[src/hdl/assert_macros.svh]
// Assertion helpers for the file that checks this block.
`ifndef ASSERT_MACROS_SVH
`define ASSERT_MACROS_SVH

// Checks a property at every rising clock edge outside reset.
`define ASSERT_CLK(label, prop, msg) \
    label: assert property (@(posedge clk) disable iff (!rst_n) (prop)) \
        else $error(msg);

// Checks that a condition at one edge is followed by a property at the next.
`define ASSERT_NEXT(label, cond, prop, msg) \
    label: assert property (@(posedge clk) disable iff (!rst_n) (cond) |=> (prop)) \
        else $error(msg);

`endif

[src/hdl/bae_pkg.sv]
package bae_pkg;

    localparam int OP_W      = 2;
    localparam int AMOUNT_W  = 9;
    localparam int TARGET_W  = 7;
    localparam int CFG_W     = 7;
    localparam int CFG_IDX_W = 1;
    localparam int PCT_W     = 10;
    localparam int ERR_W     = 11;

    localparam int PERCENT_SCALE = 100;
    localparam int SPAN_COUNTS   = 993;
    localparam int PCT_MAX       = 511;
    localparam int PCT_MIN       = -512;

    localparam logic [TARGET_W-1:0] MAX_TARGET_RESET = 7'd100;
    localparam logic [TARGET_W-1:0] MIN_TARGET_RESET = 7'd0;

    typedef enum logic [OP_W-1:0] {
        OP_SAMPLE  = 2'd0,
        OP_ADJUST  = 2'd1,
        OP_CAPTURE = 2'd2
    } op_t;

    typedef enum logic [CFG_IDX_W-1:0] {
        CFG_MAX_TARGET = 1'b0,
        CFG_MIN_TARGET = 1'b1
    } cfg_idx_t;

    typedef struct packed {
        logic [TARGET_W-1:0] target;
        logic                window_full;
        logic                reference_valid;
    } bae_status_t;

endpackage

[src/hdl/boxcar_altitude_estimator.sv]
// Boxcar altitude estimator. Each input beat is a new ADC sample, an adjust of the desired
// altitude, or a capture of the landed reference, and each produces exactly one output beat
// that reports the state after the update. The block takes one beat per clock cycle while the
// pipeline is not stalled; the window sum is a combinational add and subtract, and the oldest
// sample is read ahead into a register from a ring memory of DEPTH entries with one write port
// and one read port, so nothing in the loop limits that rate.
// After the window update, a result passes through four pipeline stages:
// the rounded means of the window and of the reference, their difference times 100, the
// division by the span of 993 counts, and the clamp and error subtraction. The ring needs
// no clearing pass after reset: until DEPTH samples have arrived, the samples leaving the
// window are read as zero. The target limits are written through the configuration port
// and are applied at the next adjust.
`include "assert_macros.svh"

module boxcar_altitude_estimator #(
    parameter int DEPTH       = 20,
    parameter int SAMPLE_BITS = 12
) (
    input  logic                                 clk,
    input  logic                                 rst_n,
    input  logic                                 cfg_we,
    input  logic [bae_pkg::CFG_IDX_W-1:0]        cfg_index,
    input  logic [bae_pkg::CFG_W-1:0]            cfg_data,
    input  logic                                 in_valid,
    output logic                                 in_stall,
    input  logic [bae_pkg::OP_W-1:0]             operation,
    input  logic [SAMPLE_BITS-1:0]               sample,
    input  logic signed [bae_pkg::AMOUNT_W-1:0]  amount,
    output logic                                 out_valid,
    input  logic                                 out_stall,
    output logic [SAMPLE_BITS-1:0]               mean_level,
    output logic signed [bae_pkg::PCT_W-1:0]     altitude_percent,
    output logic [bae_pkg::TARGET_W-1:0]         target_percent,
    output logic signed [bae_pkg::ERR_W-1:0]     altitude_error,
    output logic                                 window_full,
    output logic                                 reference_valid
);
    import bae_pkg::*;

    localparam int SUM_W = $clog2(DEPTH * ((1 << SAMPLE_BITS) - 1) + 1);

    logic [TARGET_W-1:0] max_target_reg, min_target_reg;
    logic                s1_valid, s1_ready;
    logic [SUM_W-1:0]    window_sum, ref_sum;
    bae_status_t         status;
    logic                adjust_beat, limits_ordered;

    always_ff @(posedge clk or negedge rst_n)
    begin
        if (!rst_n)
        begin
            max_target_reg <= MAX_TARGET_RESET;
            min_target_reg <= MIN_TARGET_RESET;
        end
        else if (cfg_we)
        begin
            unique case (cfg_index)
                CFG_MAX_TARGET: max_target_reg <= cfg_data;
                CFG_MIN_TARGET: min_target_reg <= cfg_data;
            endcase
        end
    end

    bae_window #(
        .DEPTH       (DEPTH),
        .SAMPLE_BITS (SAMPLE_BITS),
        .SUM_W       (SUM_W)
    ) u_window (
        .clk        (clk),
        .rst_n      (rst_n),
        .in_valid   (in_valid),
        .in_stall   (in_stall),
        .operation  (operation),
        .sample     (sample),
        .amount     (amount),
        .max_target (max_target_reg),
        .min_target (min_target_reg),
        .s1_ready   (s1_ready),
        .s1_valid   (s1_valid),
        .window_sum (window_sum),
        .ref_sum    (ref_sum),
        .status     (status)
    );

    bae_scale #(
        .DEPTH       (DEPTH),
        .SAMPLE_BITS (SAMPLE_BITS),
        .SUM_W       (SUM_W)
    ) u_scale (
        .clk              (clk),
        .rst_n            (rst_n),
        .s1_valid         (s1_valid),
        .s1_ready         (s1_ready),
        .window_sum       (window_sum),
        .ref_sum          (ref_sum),
        .status           (status),
        .out_valid        (out_valid),
        .out_stall        (out_stall),
        .mean_level       (mean_level),
        .altitude_percent (altitude_percent),
        .target_percent   (target_percent),
        .altitude_error   (altitude_error),
        .window_full      (window_full),
        .reference_valid  (reference_valid)
    );

    assign adjust_beat    = in_valid && !in_stall && (operation == OP_ADJUST);
    assign limits_ordered = (min_target_reg <= max_target_reg);

    `ASSERT_CLK(a_full_sticky, !$fell(status.window_full), "window full flag dropped")
    `ASSERT_CLK(a_ref_sticky, !$fell(status.reference_valid), "reference flag dropped")
    `ASSERT_NEXT(a_target_clamped, adjust_beat && limits_ordered, (status.target <= $past(max_target_reg)) && (status.target >= $past(min_target_reg)), "target outside limits")

endmodule

[src/hdl/bae_mean.sv]
module bae_mean #(
    parameter int DEPTH       = 20,
    parameter int SAMPLE_BITS = 12,
    parameter int SUM_W       = 17
) (
    input  logic [SUM_W-1:0]       window_sum,
    output logic [SAMPLE_BITS-1:0] mean
);
    import bae_pkg::*;

    // Rounded mean (2*sum + DEPTH) / (2*DEPTH) by multiplication with a
    // rounded-up reciprocal; the shift is wide enough to make it exact.
    localparam int DIV    = 2 * DEPTH;
    localparam int NUM_W  = $clog2(DIV * ((1 << SAMPLE_BITS) - 1) + DEPTH + 1);
    localparam int SHIFT  = NUM_W + $clog2(DIV);
    localparam int MULT_W = NUM_W + 2;
    localparam int PROD_W = NUM_W + MULT_W;
    localparam logic [MULT_W-1:0] MULT =
        MULT_W'(((64'd1 << SHIFT) + 64'(DIV) - 64'd1) / 64'(DIV));

    logic [NUM_W-1:0]  numer;
    logic [PROD_W-1:0] prod;

    assign numer = NUM_W'({window_sum, 1'b0}) + NUM_W'(DEPTH);
    assign prod  = PROD_W'(numer) * PROD_W'(MULT);
    assign mean  = prod[SHIFT +: SAMPLE_BITS];

endmodule

[src/hdl/bae_window.sv]
module bae_window #(
    parameter int DEPTH       = 20,
    parameter int SAMPLE_BITS = 12,
    parameter int SUM_W       = 17
) (
    input  logic                                 clk,
    input  logic                                 rst_n,
    input  logic                                 in_valid,
    output logic                                 in_stall,
    input  logic [bae_pkg::OP_W-1:0]             operation,
    input  logic [SAMPLE_BITS-1:0]               sample,
    input  logic signed [bae_pkg::AMOUNT_W-1:0]  amount,
    input  logic [bae_pkg::TARGET_W-1:0]         max_target,
    input  logic [bae_pkg::TARGET_W-1:0]         min_target,
    input  logic                                 s1_ready,
    output logic                                 s1_valid,
    output logic [SUM_W-1:0]                     window_sum,
    output logic [SUM_W-1:0]                     ref_sum,
    output bae_pkg::bae_status_t                 status
);
    import bae_pkg::*;

    localparam int PTR_W  = $clog2(DEPTH);
    localparam int FILL_W = $clog2(DEPTH + 1);
    localparam int TSUM_W = AMOUNT_W + 1;

    logic [SAMPLE_BITS-1:0] ring_mem [DEPTH];
    logic [SAMPLE_BITS-1:0] old_data_reg;

    logic [PTR_W-1:0]    ptr_reg, ptr_next, ptr_inc, rd_addr;
    logic [FILL_W-1:0]   fill_reg, fill_next, fill_inc;
    logic [SUM_W-1:0]    sum_reg, sum_next, sum_new;
    logic [SUM_W-1:0]    ref_sum_reg, ref_sum_next;
    logic [TARGET_W-1:0] target_reg, target_next;
    logic                armed_reg, armed_next;
    logic                latched_reg, latched_next;
    logic                s1_valid_reg, s1_valid_next;

    logic                   accept, take_sample, is_full;
    logic [SAMPLE_BITS-1:0] oldest;
    logic signed [TSUM_W-1:0] t_sum;

    assign in_stall    = s1_valid_reg && !s1_ready;
    assign accept      = in_valid && !in_stall;
    assign take_sample = accept && (operation == OP_SAMPLE);
    assign is_full     = (fill_reg == FILL_W'(DEPTH));

    assign ptr_inc  = (ptr_reg == PTR_W'(DEPTH - 1)) ? '0 : ptr_reg + 1'b1;
    assign fill_inc = fill_reg + 1'b1;
    assign rd_addr  = take_sample ? ptr_inc : ptr_reg;

    // Entries not yet written are not reset but are read as zero, and the ring is
    // filled in pointer order, so the fill count tells when memory is valid.
    assign oldest  = is_full ? old_data_reg : '0;
    assign sum_new = sum_reg - SUM_W'(oldest) + SUM_W'(sample);
    assign t_sum   = $signed(TSUM_W'(target_reg)) + TSUM_W'(amount);

    always_comb
    begin
        ptr_next      = ptr_reg;
        fill_next     = fill_reg;
        sum_next      = sum_reg;
        ref_sum_next  = ref_sum_reg;
        target_next   = target_reg;
        armed_next    = armed_reg;
        latched_next  = latched_reg;
        s1_valid_next = accept || (s1_valid_reg && !s1_ready);
        if (accept)
        begin
            unique case (operation)
                OP_SAMPLE:
                begin
                    sum_next = sum_new;
                    ptr_next = ptr_inc;
                    if (!is_full)
                    begin
                        fill_next = fill_inc;
                        if ((fill_inc == FILL_W'(DEPTH)) && armed_reg)
                        begin
                            ref_sum_next = sum_new;
                            latched_next = 1'b1;
                            armed_next   = 1'b0;
                        end
                    end
                end
                OP_ADJUST:
                begin
                    priority if (t_sum > $signed(TSUM_W'(max_target)))
                        target_next = max_target;
                    else if (t_sum < $signed(TSUM_W'(min_target)))
                        target_next = min_target;
                    else
                        target_next = t_sum[TARGET_W-1:0];
                end
                OP_CAPTURE:
                begin
                    if (is_full)
                    begin
                        ref_sum_next = sum_reg;
                        latched_next = 1'b1;
                    end
                    else
                    begin
                        armed_next = 1'b1;
                    end
                end
                default:
                begin
                end
            endcase
        end
    end

    always_ff @(posedge clk or negedge rst_n)
    begin
        if (!rst_n)
        begin
            ptr_reg      <= '0;
            fill_reg     <= '0;
            sum_reg      <= '0;
            ref_sum_reg  <= '0;
            target_reg   <= '0;
            armed_reg    <= 1'b0;
            latched_reg  <= 1'b0;
            s1_valid_reg <= 1'b0;
        end
        else
        begin
            ptr_reg      <= ptr_next;
            fill_reg     <= fill_next;
            sum_reg      <= sum_next;
            ref_sum_reg  <= ref_sum_next;
            target_reg   <= target_next;
            armed_reg    <= armed_next;
            latched_reg  <= latched_next;
            s1_valid_reg <= s1_valid_next;
        end
    end

    // The read addresses the slot that the next sample will overwrite, so the oldest entry
    // is ready in the register when the next sample arrives.
    always_ff @(posedge clk)
    begin
        if (take_sample)
            ring_mem[ptr_reg] <= sample;
        old_data_reg <= ring_mem[rd_addr];
    end

    assign s1_valid               = s1_valid_reg;
    assign window_sum             = sum_reg;
    assign ref_sum                = ref_sum_reg;
    assign status.target          = target_reg;
    assign status.window_full     = is_full;
    assign status.reference_valid = latched_reg;

endmodule

[src/hdl/bae_scale.sv]
module bae_scale #(
    parameter int DEPTH       = 20,
    parameter int SAMPLE_BITS = 12,
    parameter int SUM_W       = 17
) (
    input  logic                              clk,
    input  logic                              rst_n,
    input  logic                              s1_valid,
    output logic                              s1_ready,
    input  logic [SUM_W-1:0]                  window_sum,
    input  logic [SUM_W-1:0]                  ref_sum,
    input  bae_pkg::bae_status_t              status,
    output logic                              out_valid,
    input  logic                              out_stall,
    output logic [SAMPLE_BITS-1:0]            mean_level,
    output logic signed [bae_pkg::PCT_W-1:0]  altitude_percent,
    output logic [bae_pkg::TARGET_W-1:0]      target_percent,
    output logic signed [bae_pkg::ERR_W-1:0]  altitude_error,
    output logic                              window_full,
    output logic                              reference_valid
);
    import bae_pkg::*;

    localparam int DIFF_W    = SAMPLE_BITS + 1;
    localparam int MAG_W     = SAMPLE_BITS + 7;
    localparam int PROD_W    = MAG_W + 1;
    localparam int PCT_SHIFT = MAG_W + $clog2(SPAN_COUNTS);
    localparam int PMULT_W   = MAG_W + 2;
    localparam int QPROD_W   = MAG_W + PMULT_W;
    localparam int Q_W       = MAG_W - 9;
    localparam int EXT_W     = (Q_W + 1 > PCT_W + 1) ? Q_W + 1 : PCT_W + 1;
    localparam logic [PMULT_W-1:0] PCT_MULT =
        PMULT_W'(((64'd1 << PCT_SHIFT) + 64'(SPAN_COUNTS) - 64'd1) / 64'(SPAN_COUNTS));

    logic [SAMPLE_BITS-1:0] mean_now, ref_mean_now;

    logic                   v2_reg, v3_reg, v4_reg, v5_reg;
    logic                   r2, r3, r4, r5;
    logic [SAMPLE_BITS-1:0] mean2_reg, refm2_reg, mean3_reg, mean4_reg, mean5_reg;
    bae_status_t            st2_reg, st3_reg, st4_reg, st5_reg;

    logic signed [DIFF_W-1:0] diff;
    logic signed [PROD_W-1:0] prod3_next, prod3_reg;
    logic [PROD_W-1:0]        abs_full;
    logic [MAG_W-1:0]         mag;
    logic [QPROD_W-1:0]       qprod;
    logic [Q_W-1:0]           quot4_next, quot4_reg;
    logic                     neg4_reg;
    logic signed [EXT_W-1:0]  pct_mag, pct_wide;
    logic signed [PCT_W-1:0]  pct_next, pct_reg;
    logic signed [ERR_W-1:0]  err_next, err_reg;

    bae_mean #(
        .DEPTH       (DEPTH),
        .SAMPLE_BITS (SAMPLE_BITS),
        .SUM_W       (SUM_W)
    ) u_mean_live (
        .window_sum (window_sum),
        .mean       (mean_now)
    );

    bae_mean #(
        .DEPTH       (DEPTH),
        .SAMPLE_BITS (SAMPLE_BITS),
        .SUM_W       (SUM_W)
    ) u_mean_ref (
        .window_sum (ref_sum),
        .mean       (ref_mean_now)
    );

    assign r5       = !v5_reg || !out_stall;
    assign r4       = !v4_reg || r5;
    assign r3       = !v3_reg || r4;
    assign r2       = !v2_reg || r3;
    assign s1_ready = r2;

    assign diff       = $signed({1'b0, refm2_reg}) - $signed({1'b0, mean2_reg});
    assign prod3_next = PROD_W'(diff) * PROD_W'(PERCENT_SCALE);

    // Division by the span is done on the magnitude so that it truncates
    // toward zero; the sign is put back in the last stage.
    assign abs_full   = prod3_reg[PROD_W-1] ? PROD_W'(-prod3_reg) : PROD_W'(prod3_reg);
    assign mag        = abs_full[MAG_W-1:0];
    assign qprod      = QPROD_W'(mag) * QPROD_W'(PCT_MULT);
    assign quot4_next = qprod[PCT_SHIFT +: Q_W];

    assign pct_mag  = $signed(EXT_W'(quot4_reg));
    assign pct_wide = neg4_reg ? -pct_mag : pct_mag;

    always_comb
    begin
        priority if (pct_wide > EXT_W'(PCT_MAX))
            pct_next = PCT_W'(PCT_MAX);
        else if (pct_wide < EXT_W'(PCT_MIN))
            pct_next = PCT_W'(PCT_MIN);
        else
            pct_next = pct_wide[PCT_W-1:0];
    end

    assign err_next = ERR_W'($signed({1'b0, st4_reg.target})) - ERR_W'(pct_next);

    always_ff @(posedge clk or negedge rst_n)
    begin
        if (!rst_n)
        begin
            v2_reg <= 1'b0;
            v3_reg <= 1'b0;
            v4_reg <= 1'b0;
            v5_reg <= 1'b0;
        end
        else
        begin
            if (r2)
                v2_reg <= s1_valid;
            if (r3)
                v3_reg <= v2_reg;
            if (r4)
                v4_reg <= v3_reg;
            if (r5)
                v5_reg <= v4_reg;
        end
    end

    always_ff @(posedge clk)
    begin
        if (r2)
        begin
            mean2_reg <= mean_now;
            refm2_reg <= ref_mean_now;
            st2_reg   <= status;
        end
        if (r3)
        begin
            mean3_reg <= mean2_reg;
            prod3_reg <= prod3_next;
            st3_reg   <= st2_reg;
        end
        if (r4)
        begin
            mean4_reg <= mean3_reg;
            quot4_reg <= quot4_next;
            neg4_reg  <= prod3_reg[PROD_W-1];
            st4_reg   <= st3_reg;
        end
        if (r5)
        begin
            mean5_reg <= mean4_reg;
            pct_reg   <= pct_next;
            err_reg   <= err_next;
            st5_reg   <= st4_reg;
        end
    end

    assign out_valid        = v5_reg;
    assign mean_level       = mean5_reg;
    assign altitude_percent = pct_reg;
    assign target_percent   = st5_reg.target;
    assign altitude_error   = err_reg;
    assign window_full      = st5_reg.window_full;
    assign reference_valid  = st5_reg.reference_valid;

endmodule
[config.mk]
export PLATFORM = sky130hd
export DESIGN_NAME = boxcar_altitude_estimator
export DESIGN_NICKNAME = d
export VERILOG_FILES = /design/src/hdl/bae_pkg.sv /design/src/hdl/boxcar_altitude_estimator.sv /design/src/hdl/bae_mean.sv /design/src/hdl/bae_window.sv /design/src/hdl/bae_scale.sv
export VERILOG_INCLUDE_DIRS = /design/src /design/src/hdl
export SDC_FILE = /design/constraint.sdc
export NUM_CORES = 1
export LEC_CHECK = 0
export BUFFER_PORTS_ARGS = -buffer_cell sky130_fd_sc_hd__clkbuf_2
export CAP_MARGIN = 15
export CELL_PAD_IN_SITES_DETAIL_PLACEMENT = 0
export CELL_PAD_IN_SITES_GLOBAL_PLACEMENT = 2
export CORE_UTILIZATION = 30
export DETAILED_ROUTE_END_ITERATION = 10
export GPL_TIMING_DRIVEN = 0
export PLACE_DENSITY_LB_ADDON = 0.1
export SLEW_MARGIN = 30
export SYNTH_ARGS = -nofsm -noshare
export SYNTH_HDL_FRONTEND = slang
export SYNTH_HIERARCHICAL = 1
export SYNTH_SLANG_ARGS = --single-unit
[constraint.sdc]
create_clock -name clk -period 8.4 [get_ports clk]
set_input_delay 2.52 -clock clk [delete_from_list [all_inputs] [get_ports clk]]
set_output_delay 2.52 -clock clk [all_outputs]
set_load 0.005 [all_outputs]
==> results of run 1 <==
through the flow:
stage                     setup slack (ps)  area (um2)  setup TNS (ps)
after floorplan                        905       37000               0
after global placement                -707       39500           -5650
after detailed placement              -371       39600           -1150
after CTS                             46.4       41600               0
after global routing                  5.85       41600               0
final                                  491       41600               0
layout by cell type (no fill, tap or decap), types with 12 or more instances in the layout:
master	instances
inv_1	681
ha_1	456
edfxtp_1	386
nand2_1	334
fa_1	292
a21oi_1	128
nand3_1	114
xnor2_1	109
o21ai_0	89
nor2_1	87
clkbuf_2	78
dfrtp_1	69
clkbuf_16	57
a21o_1	48
xor2_1	40
clkbuf_1	31
a31oi_1	28
and3_1	26
and2_1	24
nor2b_1	21
nor2_2	21
nand2b_1	19
mux2i_1	19
buf_2	19
buf_4	18
nor3_1	17
o21a_1	16
nand4_1	15
a311oi_1	15
clkinv_2	14
a211oi_1	14
o21ai_1	14
o21bai_1	12
dfxtp_1	12
worst paths after layout:
| path | from | endpoint | slack [ps] | cells after the start |
|---|---|---|---|---|
| worst min register to register | u_scale/mean3_reg[0] | u_scale/mean4_reg[0] | 400 | 0 |
| max in group asynchronous | rst_n | u_scale/v3_reg | 6030 | 2 |
| worst max-delay path | u_scale/prod3_reg[6] | u_scale/quot4_reg[8] | 490 | 27 |
| worst max register to register | u_scale/prod3_reg[6] | u_scale/quot4_reg[8] | 490 | 27 |
| min in group asynchronous | rst_n | u_window/target_reg[5] | 1740 | 1 |
| worst min-delay path | u_scale/mean3_reg[0] | u_scale/mean4_reg[0] | 400 | 0 |
logic make-up after synthesis:
group	count (synthesis)	share of synthesized area, %
AO/OA/AOI/OAI	482	8.89
XOR/XNOR	158	3.87
adder cells (fa/ha/maj)	749	31.2
buffers and inverters	751	8.00
flip-flops	470	36.8
multiplexers	48	1.88
AND/OR/NAND/NOR	738	9.33
worst max-delay path: cells and delay by family (launching register included):
kind                     cells  cell delay [ps]
AO/OA/AOI/OAI                6             1460
XOR/XNOR                     3              830
adder cells (fa/ha/maj)      7             3170
buffers and inverters        5              640
flip-flops                   1              440
AND/OR/NAND/NOR              6             1130
per-layer routing:
layer	vias up	track usage (%)	wire, um
met3	107	2.28	3400
met5	-	0	7
met1	11800	20.5	44000
met4	2	3.81	2120
li1	11700	-	-
met2	360	28.9	50100
final cells by class:
class / instances / area, um2 / area share, %
multi-input cells: 2175 / 20500 / 49.4
flip-flops and latches: 470 / 13600 / 32.8
inverters: 686 / 2580 / 6.20
well taps: 1625 / 2030 / 4.88
clock buffers: 68 / 1480 / 3.55
repair buffers: 87 / 512 / 1.23
clock inverters: 38 / 453 / 1.09
plain buffers: 65 / 384 / 0.923
what timing repair did:
item | in CTS | in global routing
hold endpoints to repair | 0 | 0
setup buffers | 0 | 2
pin swaps | 0 | 1
gates cloned | 0 | 0
setup endpoints to repair | 5 | 5
resized for setup | 2 | 4
==> key figures, run 1 <==
Run status
  • Status: completed

Drt
  • 1st-iter DRT viols: 1,267
  • Residual DRC: 0
  • Total number of vias: 24,000
  • Total Wirelength: 99,600 um
  • Routed WL per cell: 19.1 um
  • Vias per cell: 4.61
  • Routed Antenna Nets: 0
  • DRT Pass-1 Iters: 5

Layout
  • Final net count: 4,326
  • Fillers: 12,400
  • Finished Layout Cells: 5,214
  • Share of cells above drive strength 1: 9.31%
  • Area grow syn2layout: 12.4%
  • N_diodes: 0
  • Max reg flops: 240
  • Core Util, Final: 34.1%

Synthesis
  • Fraction of registers with async set/reset: 15.3%
  • Synth cell count leaders: inv_1 (681), ha_1 (456), edfxtp_1 (386)
  • EDFF count, synth: 386
  • Post-Syn Area per Cell: 10.9 um2
  • Post-Synthesis Cells: 3,396
  • Most common cell in the synthesized netlist: inv_1
  • Netlist Area Pre-Place: 37,000 um2
  • Yosys top cell by area: edfxtp_1
  • Top FF cell, synth: edfxtp_1
  • Share of the synthesized area in the top cell type: 31.3%
  • Main area contributors after synthesis: edfxtp_1 (31%), fa_1 (16%), ha_1 (15%)
  • Sequential fraction of the synthesis area: 36.8%
  • #FFs+latches synth: 470
  • Distinct cell type count after synthesis: 113
  • Synthesized net count: 4,180
  • Yosys warning total: 6

Setup path
  • Max stage delay on crit path: 540 ps
  • Required @ worst endpoint: 8780 ps
  • CP Capture Type: flop
  • CP Class: reg2reg
  • CP most frequent cell: fa_1
  • Worst Path Max Fanout: 7
  • Startpoint Class: flop
  • Critical Path Slowest Stage Cell: fa_1
  • CP Data Arrival Time: 8280 ps

Global routing
  • Overall Global Routing Usage: 16.2%
  • Pin count of the biggest net entering global routing: 58
  • First-pass GRT wire length: 155,000 um
  • Global route overflow: 0
  • Antenna violations before repair: 4
  • Vias in the first global route: 25,900

STA
  • Clock Skews: 70.0 ps
  • Slew Limit Fails: 0
  • Tcrit/Tclk final: 94.2%
  • Hold_ws: 400 ps
  • Setup violations, final: 0
  • Final hold violations: 0
  • Fin crit period: 7910 ps
  • Slew HR: 38.3%
  • Max Freq: 126 MHz
  • RSZ-0062 raised after global routing: false
  • Worst Tran Pin Value: 925 ps

Place
  • Inst Count DP: 5,106
  • Routability congestion estimate: 0.814
  • Port bufs: 79
  • DP HPWL: 80,300 um

Floorplanning
  • Die Wd: 353 um
  • Starting Density: 30.3%
  • Floorplan core area: 122,000 um2
  • Site Rows: 128
  • # IOs: 80
  • DIE AREA: 125,000 um2
  • Chip Height: 353 um

Clock network
  • Bufs on Longest Clock Path: 3
  • CTS Buf Count: 57
  • H-tree depth: 2
  • CTS tree: done
  • Clock Sinks: 470
  • Clock transition at path regs: 60 ps
  • Skew-Pair Late Insertion Delay: 680 ps
  • Root buffer cell: clkbuf_16
  • Hold-fix buffer count after cts: 0

Worst hold path
  • Worst Hold Class: reg2reg

Job
  • Max Cap Viol: 0
Power of run 1 is not shown: default switching activity piles up to over one toggle a cycle in this logic, so the estimate is an artifact.
==> run 2, diff against run 1 <==
REMOVE_ABC_BUFFERS = 1   (was not set)
==> run 2 against run 1 <==
Against the previous run:
- critical path depth up 1
- worst hold slack better by 12 ps
- sequential share of layout area about the same
- wire length down 6.8%
- critical endpoint unchanged
==> key figures, run 2 (synthesis results as in run 1) <==
Worst hold path
  • Hold Path Sink: u_scale/st3_reg[6]
  • Cells on Worst Hold Path: 0 (unchanged)
  • Worst Hold Class: reg2reg
  • Beginning of the worst hold path: u_scale/st2_reg[6]

Setup path
  • Worst path bufs/invs: 6 (+1)
  • Cells on worst reg2reg path: 28 (+3.7%)
  • CP Class: reg2reg
  • CP Capture Type: flop
  • R2r setup slk: 520 ps (+30 ps)
  • Endpoint of the worst register-to-register path: u_scale/quot4_reg[8]
  • CP Data Arrival Time: 8230 ps (-50 ps)
  • Crit path max-delay family: adder cells
  • R2r startpoint: u_scale/prod3_reg[4]
  • Required @ worst endpoint: 8760 ps (-20 ps)
  • Worst Path Max Fanout: 5 (-2)
  • Critical Path Slowest Stage Cell: fa_1
  • Startpoint Class: flop
  • Max stage delay on crit path: 640 ps (+100 ps)

Drt
  • Routed WL per cell: 17.9 um (-6.1%)
  • Total number of vias: 23,600 (-1.8%)
  • DRT Pass-1 Iters: 5 (unchanged)
  • Routed Antenna Nets: 0 (unchanged)
  • Residual DRC: 0 (unchanged)
  • Total Wirelength: 92,800 um (-6.8%)
  • 1st-iter DRT viols: 952 (-25%)
  • Vias per cell: 4.56 (-1.1%)

Global routing
  • First-pass GRT wire length: 146,000 um (-5.3%)
  • Global route overflow: 0 (unchanged)
  • Pin count of the biggest net entering global routing: 68 (+17%)
  • Vias in the first global route: 25,300 (-2.2%)
  • Antenna violations before repair: 0 (-4)
  • Overall Global Routing Usage: 15.0% (-1.2 points)

Clock network
  • Hold-fix buffer count after cts: 0 (unchanged)
  • H-tree depth: 2 (unchanged)
  • Clock transition at path regs: 60 ps (about the same)
  • Bufs on Longest Clock Path: 3 (unchanged)
  • CTS Buf Count: 56 (-1.8%)
  • Skew-Pair Late Insertion Delay: 640 ps (-40 ps)
  • CTS tree: done
  • Root buffer cell: clkbuf_16
  • Clock Sinks: 470 (unchanged)

Layout
  • Most frequent cells in the layout: inv_1 (681), ha_1 (456), edfxtp_1 (386), nand2_1 (334), fa_1 (292)
  • Layout Cell Area excl Fill: 41,700 um2 (+0.12%)
  • Commonest non-fill, non-tap cell in the layout: inv_1
  • Core Util, Final: 34.1% (+0.042 points)
  • Share of cells above drive strength 1: 8.90% (-0.40 points)
  • Max reg flops: 240 (unchanged)
  • N_diodes: 0 (unchanged)
  • Finished Layout Cells: 5,174 (-0.77%)
  • Fillers: 12,300 (-0.081%)
  • Area grow syn2layout: 12.5%
  • Final net count: 4,285 (-0.95%)

Run status
  • Status: completed

STA
  • Final hold violations: 0 (unchanged)
  • Setup violations, final: 0 (unchanged)
  • Max Freq: 127 MHz (+0.40%)
  • Hold_ws: 413 ps (+12.4 ps)
  • Fin crit period: 7880 ps (-31.9 ps)
  • Worst Tran Pin Value: 965 ps (+40.7 ps)
  • Tcrit/Tclk final: 93.8% (-0.38 points)
  • Slew HR: 35.0% (-3.3 points)
  • Clock Skews: 36.8 ps (-33.1 ps)
  • Slew Limit Fails: 0 (unchanged)
  • RSZ-0062 raised after global routing: false

Floorplanning
  • Site Rows: 128 (unchanged)
  • DIE AREA: 125,000 um2 (unchanged)
  • # IOs: 80 (unchanged)
  • Die Wd: 353 um (unchanged)
  • Floorplan core area: 122,000 um2 (unchanged)
  • Starting Density: 30.3% (unchanged)
  • Chip Height: 353 um (unchanged)

Place
  • Inst Count DP: 5,066 (-0.78%)
  • DP HPWL: 75,300 um (-6.3%)
  • Routability congestion estimate: 0.819 (+0.63%)
  • Area after DPL: 39,600 um2 (about the same)
  • Port bufs: 79 (unchanged)

Job
  • Max Cap Viol: 0 (unchanged)
[run 2: cell count changes in the layout (fill, tap and decap cells not counted), moves of 3 or more]
cell       before  now
clkinv_2       14    6
bufinv_16       7   10
buf_6           8   15
buf_16          1    6
buf_2          19    0
clkbuf_1       31   15
buf_8           2    5
buf_4          18    6
[run 2: repair_timing]
action,CTS,global route
pin swaps,0,1
resized for setup,2,5
endpoints found under the setup margin,5,5
buffers inserted,0,2
[run 2: layout make-up]
| cell class | instances | area, um2 | area share, % |
|---|---|---|---|
| multi-input cells | 2175 | 20600 | 49.3 |
| flip-flops and latches | 470 | 13600 | 32.7 |
| inverters | 686 | 2590 | 6.21 |
| well taps | 1625 | 2030 | 4.88 |
| clock buffers | 74 | 1500 | 3.60 |
| repair buffers | 112 | 878 | 2.11 |
| clock inverters | 32 | 480 | 1.15 |
[run 2: worst max path at each step]
| stage | startpoint | end | cells past startpoint |
|---|---|---|---|
| 2_1_floorplan | out_stall | u_window/old_data_reg[10] | 12 |
| 3_3_place_gp | out_stall | u_window/old_data_reg[11] | 13 |
| 3_5_place_dp | u_scale/prod3_reg[6] | u_scale/quot4_reg[8] | 26 |
| 4_1_cts | u_scale/prod3_reg[6] | u_scale/quot4_reg[8] | 26 |
| 5_1_grt | u_scale/prod3_reg[6] | u_scale/quot4_reg[8] | 28 |
| 6_report | u_scale/prod3_reg[4] | u_scale/quot4_reg[8] | 28 |
[run 2: metrics by stage]
step	TNS [ps]	setup WS, ps
3_3_place_gp	-64190	-4350
5_1_grt	0	24.0
4_1_cts	0	32.7
3_5_place_dp	-1380	-395
2_1_floorplan	0	226
6_report	0	523
[run 2: metal layers]
metal	track usage (%)	part of all wire, %	vias to the layer above
met5	0	0	-
met3	1.67	2.2	73
met1	19.4	46	11600
met2	27.1	50	229
li1	-	-	11600
met4	2.25	1.2	0
Power of run 2 is left out for the same reason.
==> run 3, diff against run 2 <==
CTS_CLUSTER_DIAMETER = 30   (was not set)
REMOVE_ABC_BUFFERS = not set   (was 1)
SYNTH_HIERARCHICAL = not set   (was 1)
==> run 3 against run 2 <==
Against the previous run:
- flip-flop and latch count stayed put
- synthesized cell count is 13% lower
- synthesized area is 3.8% lower
- die area is 3.8% lower
- via count is 7.9% lower
- clock skew is 43 ps higher
==> key figures, run 3 <==
Layout
  • Multi-input gate area: 19,400 um2 (-5.5%)
  • Fillers: 11,700 (-5.4%)
  • Area grow syn2layout: 19.5%
  • Final net count: 3,979 (-7.1%)
  • Share of cells above drive strength 1: 14.8% (+5.9 points)
  • Most frequent cells in the layout: inv_1 (687), ha_1 (451), edfxtp_1 (386), fa_1 (309), clkbuf_16 (112)
  • Commonest non-fill, non-tap cell in the layout: inv_1
  • Core Util, Final: 36.1% (+2.0 points)
  • Max reg flops: 240 (unchanged)
  • FF+latch area: 13,600 um2 (unchanged)

Clock network
  • CTS tree: done
  • Clock Sinks: 470 (unchanged)
  • Root buffer cell: clkbuf_16
  • Skew-Pair Late Insertion Delay: 710 ps (+70 ps)
  • H-tree depth: 3 (+1)
  • CTS Buf Count: 111 (+98%)
  • Bufs on Longest Clock Path: 3 (unchanged)
  • Clock transition at path regs: 50 ps (about the same)
  • Hold-fix buffer count after cts: 0 (unchanged)

Setup path
  • CP Class: reg2reg
  • R2r startpoint: u_scale.prod3_reg[3]
  • Worst Path Max Fanout: 4 (-1)
  • Crit path max-delay family: adder cells
  • Required @ worst endpoint: 8790 ps (+30 ps)
  • Critical Path Start: u_scale.prod3_reg[3]
  • Max stage delay on crit path: 670 ps (+30 ps)
  • CP Data Arrival Time: 8350 ps (+120 ps)
  • Worst path bufs/invs: 6 (unchanged)
  • R2r setup slk: 440 ps (-90 ps)
  • CP Capture Type: flop
  • Critical Path Slowest Stage Cell: fa_2
  • Startpoint Class: flop

Place
  • DP HPWL: 72,200 um (-4.1%)
  • Routability congestion estimate: 0.821 (+0.28%)
  • Port bufs: 77 (-2.5%)

Synthesis
  • Most common cell in the synthesized netlist: inv_1
  • Main area contributors after synthesis: edfxtp_1 (33%), fa_1 (17%), ha_1 (16%)
  • Synth cell count leaders: inv_1 (689), ha_1 (451), edfxtp_1 (386)
  • Post-Syn Area per Cell: 12.0 um2 (+10%)
  • Synthesized net count: 3,759
  • Top FF cell, synth: edfxtp_1
  • Yosys warning total: 0 (-6)
  • Distinct cell type count after synthesis: 93 (-18%)
  • Fraction of registers with async set/reset: 15.3% (unchanged)
  • Post-Synthesis Cells: 2,961 (-13%)
  • Yosys top cell by area: edfxtp_1
  • #FFs+latches synth: 470 (unchanged)
  • Share of the synthesized area in the top cell type: 32.5% (+1.2 points)
  • Netlist Area Pre-Place: 35,600 um2 (-3.8%)
  • Sequential fraction of the synthesis area: 38.3% (+1.5 points)
  • EDFF count, synth: 386 (unchanged)

Global routing
  • Antenna violations before repair: 0 (unchanged)
  • First-pass GRT wire length: 142,000 um (-3.0%)
  • Pin count of the biggest net entering global routing: 54 (-21%)
  • Vias in the first global route: 23,600 (-6.6%)
  • Overall Global Routing Usage: 15.5% (+0.56 points)
  • Global route overflow: 0 (unchanged)

STA
  • Tcrit/Tclk final: 94.8% (+1.0 points)
  • Fin crit period: 7960 ps (+86.8 ps)
  • Final hold violations: 0 (unchanged)
  • Max Freq: 126 MHz (-1.1%)
  • Slew Limit Fails: 0 (unchanged)
  • Worst Tran Pin Value: 935 ps (-30.8 ps)
  • Slew HR: 37.6% (+2.7 points)
  • Clock Skews: 79.7 ps (+42.8 ps)
  • Setup violations, final: 0 (unchanged)

Drt
  • Vias per cell: 4.51 (-1.1%)
  • Routed WL per cell: 18.9 um (+5.3%)
  • 1st-iter DRT viols: 934 (-1.9%)
  • Total number of vias: 21,700 (-7.9%)
  • Total Wirelength: 91,000 um (-1.9%)
  • DRT Pass-1 Iters: 4 (-1)
  • Routed Antenna Nets: 0 (unchanged)
  • Residual DRC: 0 (unchanged)

Floorplanning
  • Die Wd: 347 um (-1.9%)
  • Site Rows: 126 (-1.6%)
  • Chip Height: 347 um (-1.9%)
  • # IOs: 80 (unchanged)
  • Starting Density: 30.2% (-0.096 points)
  • Floorplan core area: 118,000 um2 (-3.5%)
  • DIE AREA: 120,000 um2 (-3.8%)

Run status
  • Status: completed

Worst hold path
  • Worst Hold Class: reg2reg
  • Beginning of the worst hold path: u_scale.mean4_reg[6]

Job
  • Max Cap Viol: 0 (unchanged)
-- run 3: changes by cell type after synthesis, sizes merged, moves of 21 or more --
cell and change:
a21o -21, a31oi -23, nor3 +26, nand3 -79
a21oi -40, xnor2 -24, mux4 +48, a22oi +21
nand2 -235
-- run 3: area by class of cell --
class	instances	area share, %
multi-input combinational	1756	45.6
inverter	691	6.11
timing repair buffer	107	1.57
tap	1536	4.51
sequential	470	32.0
buffer	44	0.579
antenna	2	0.0118
clock buffer	129	6.73
clock inverter	82	2.82
-- run 3: kinds of logic (layout without fill, tap and decap cells) --
kind of cell / count (synthesis) / in the layout / share of synthesized area, %
buffers and inverters: 735 / 1053 / 7.99
muxes: 80 / 80 / 4.39
adders and majority gates: 763 / 763 / 33.3
and+or+nand+nor: 438 / 438 / 6.21
AOI/OAI and AO/OA: 347 / 347 / 6.58
DFF: 470 / 470 / 38.3
other: 0 / 2 / 0
xor gates and xnor gates: 128 / 128 / 3.22
-- run 3: timing repair --
| item | in CTS | in global routing |
|---|---|---|
| endpoints found under the setup margin | 10 | 9 |
| setup buffers | 4 | 10 |
| resized for setup | 9 | 16 |
| pin swaps | 1 | 7 |
-- run 3: worst paths after layout --
check	to	depth (start not counted)
max in group asynchronous	u_window.ref_sum[16]	2
min reg2reg	u_scale.mean_level[6]	0
min	u_scale.mean_level[6]	0
min in group asynchronous	u_window.target_reg[6]	1
max	u_scale.quot4_reg[8]	28
max reg2reg	u_scale.quot4_reg[8]	28
-- run 3: stage by stage --
stage	cells	hold slack [ps]	worst slack [ps]	instance area, um2	TNS [ps]
finish	4817	411	436	42600	0
global route	4815	418	-10.9	42600	-10.9
CTS	4805	410	18.6	42400	0
detailed placement	4590	406	-819	38200	-5020
global placement	4574	404	-932	37900	-5840
floorplan	2961	400	556	35600	0
-- run 3: worst reg2reg max path, delay by kind of cell, from the launching register on --
kind,cells,cell delay [ps]
buf+inv,6,610
compound gates,6,1190
fa+ha+maj,8,3560
flops,1,400
xor+xnor,2,410
simple gates,6,1530
-- run 3: routing by layer --
metal | vias up | global-route usage, % | wire length [um]
met5 | - | 0 | 0
met3 | 115 | 2.26 | 2720
met1 | 10900 | 21.8 | 44100
met4 | 0 | 4.53 | 2110
li1 | 10400 | - | -
met2 | 308 | 24.9 | 42000
Power of run 3 is left out for the same reason.
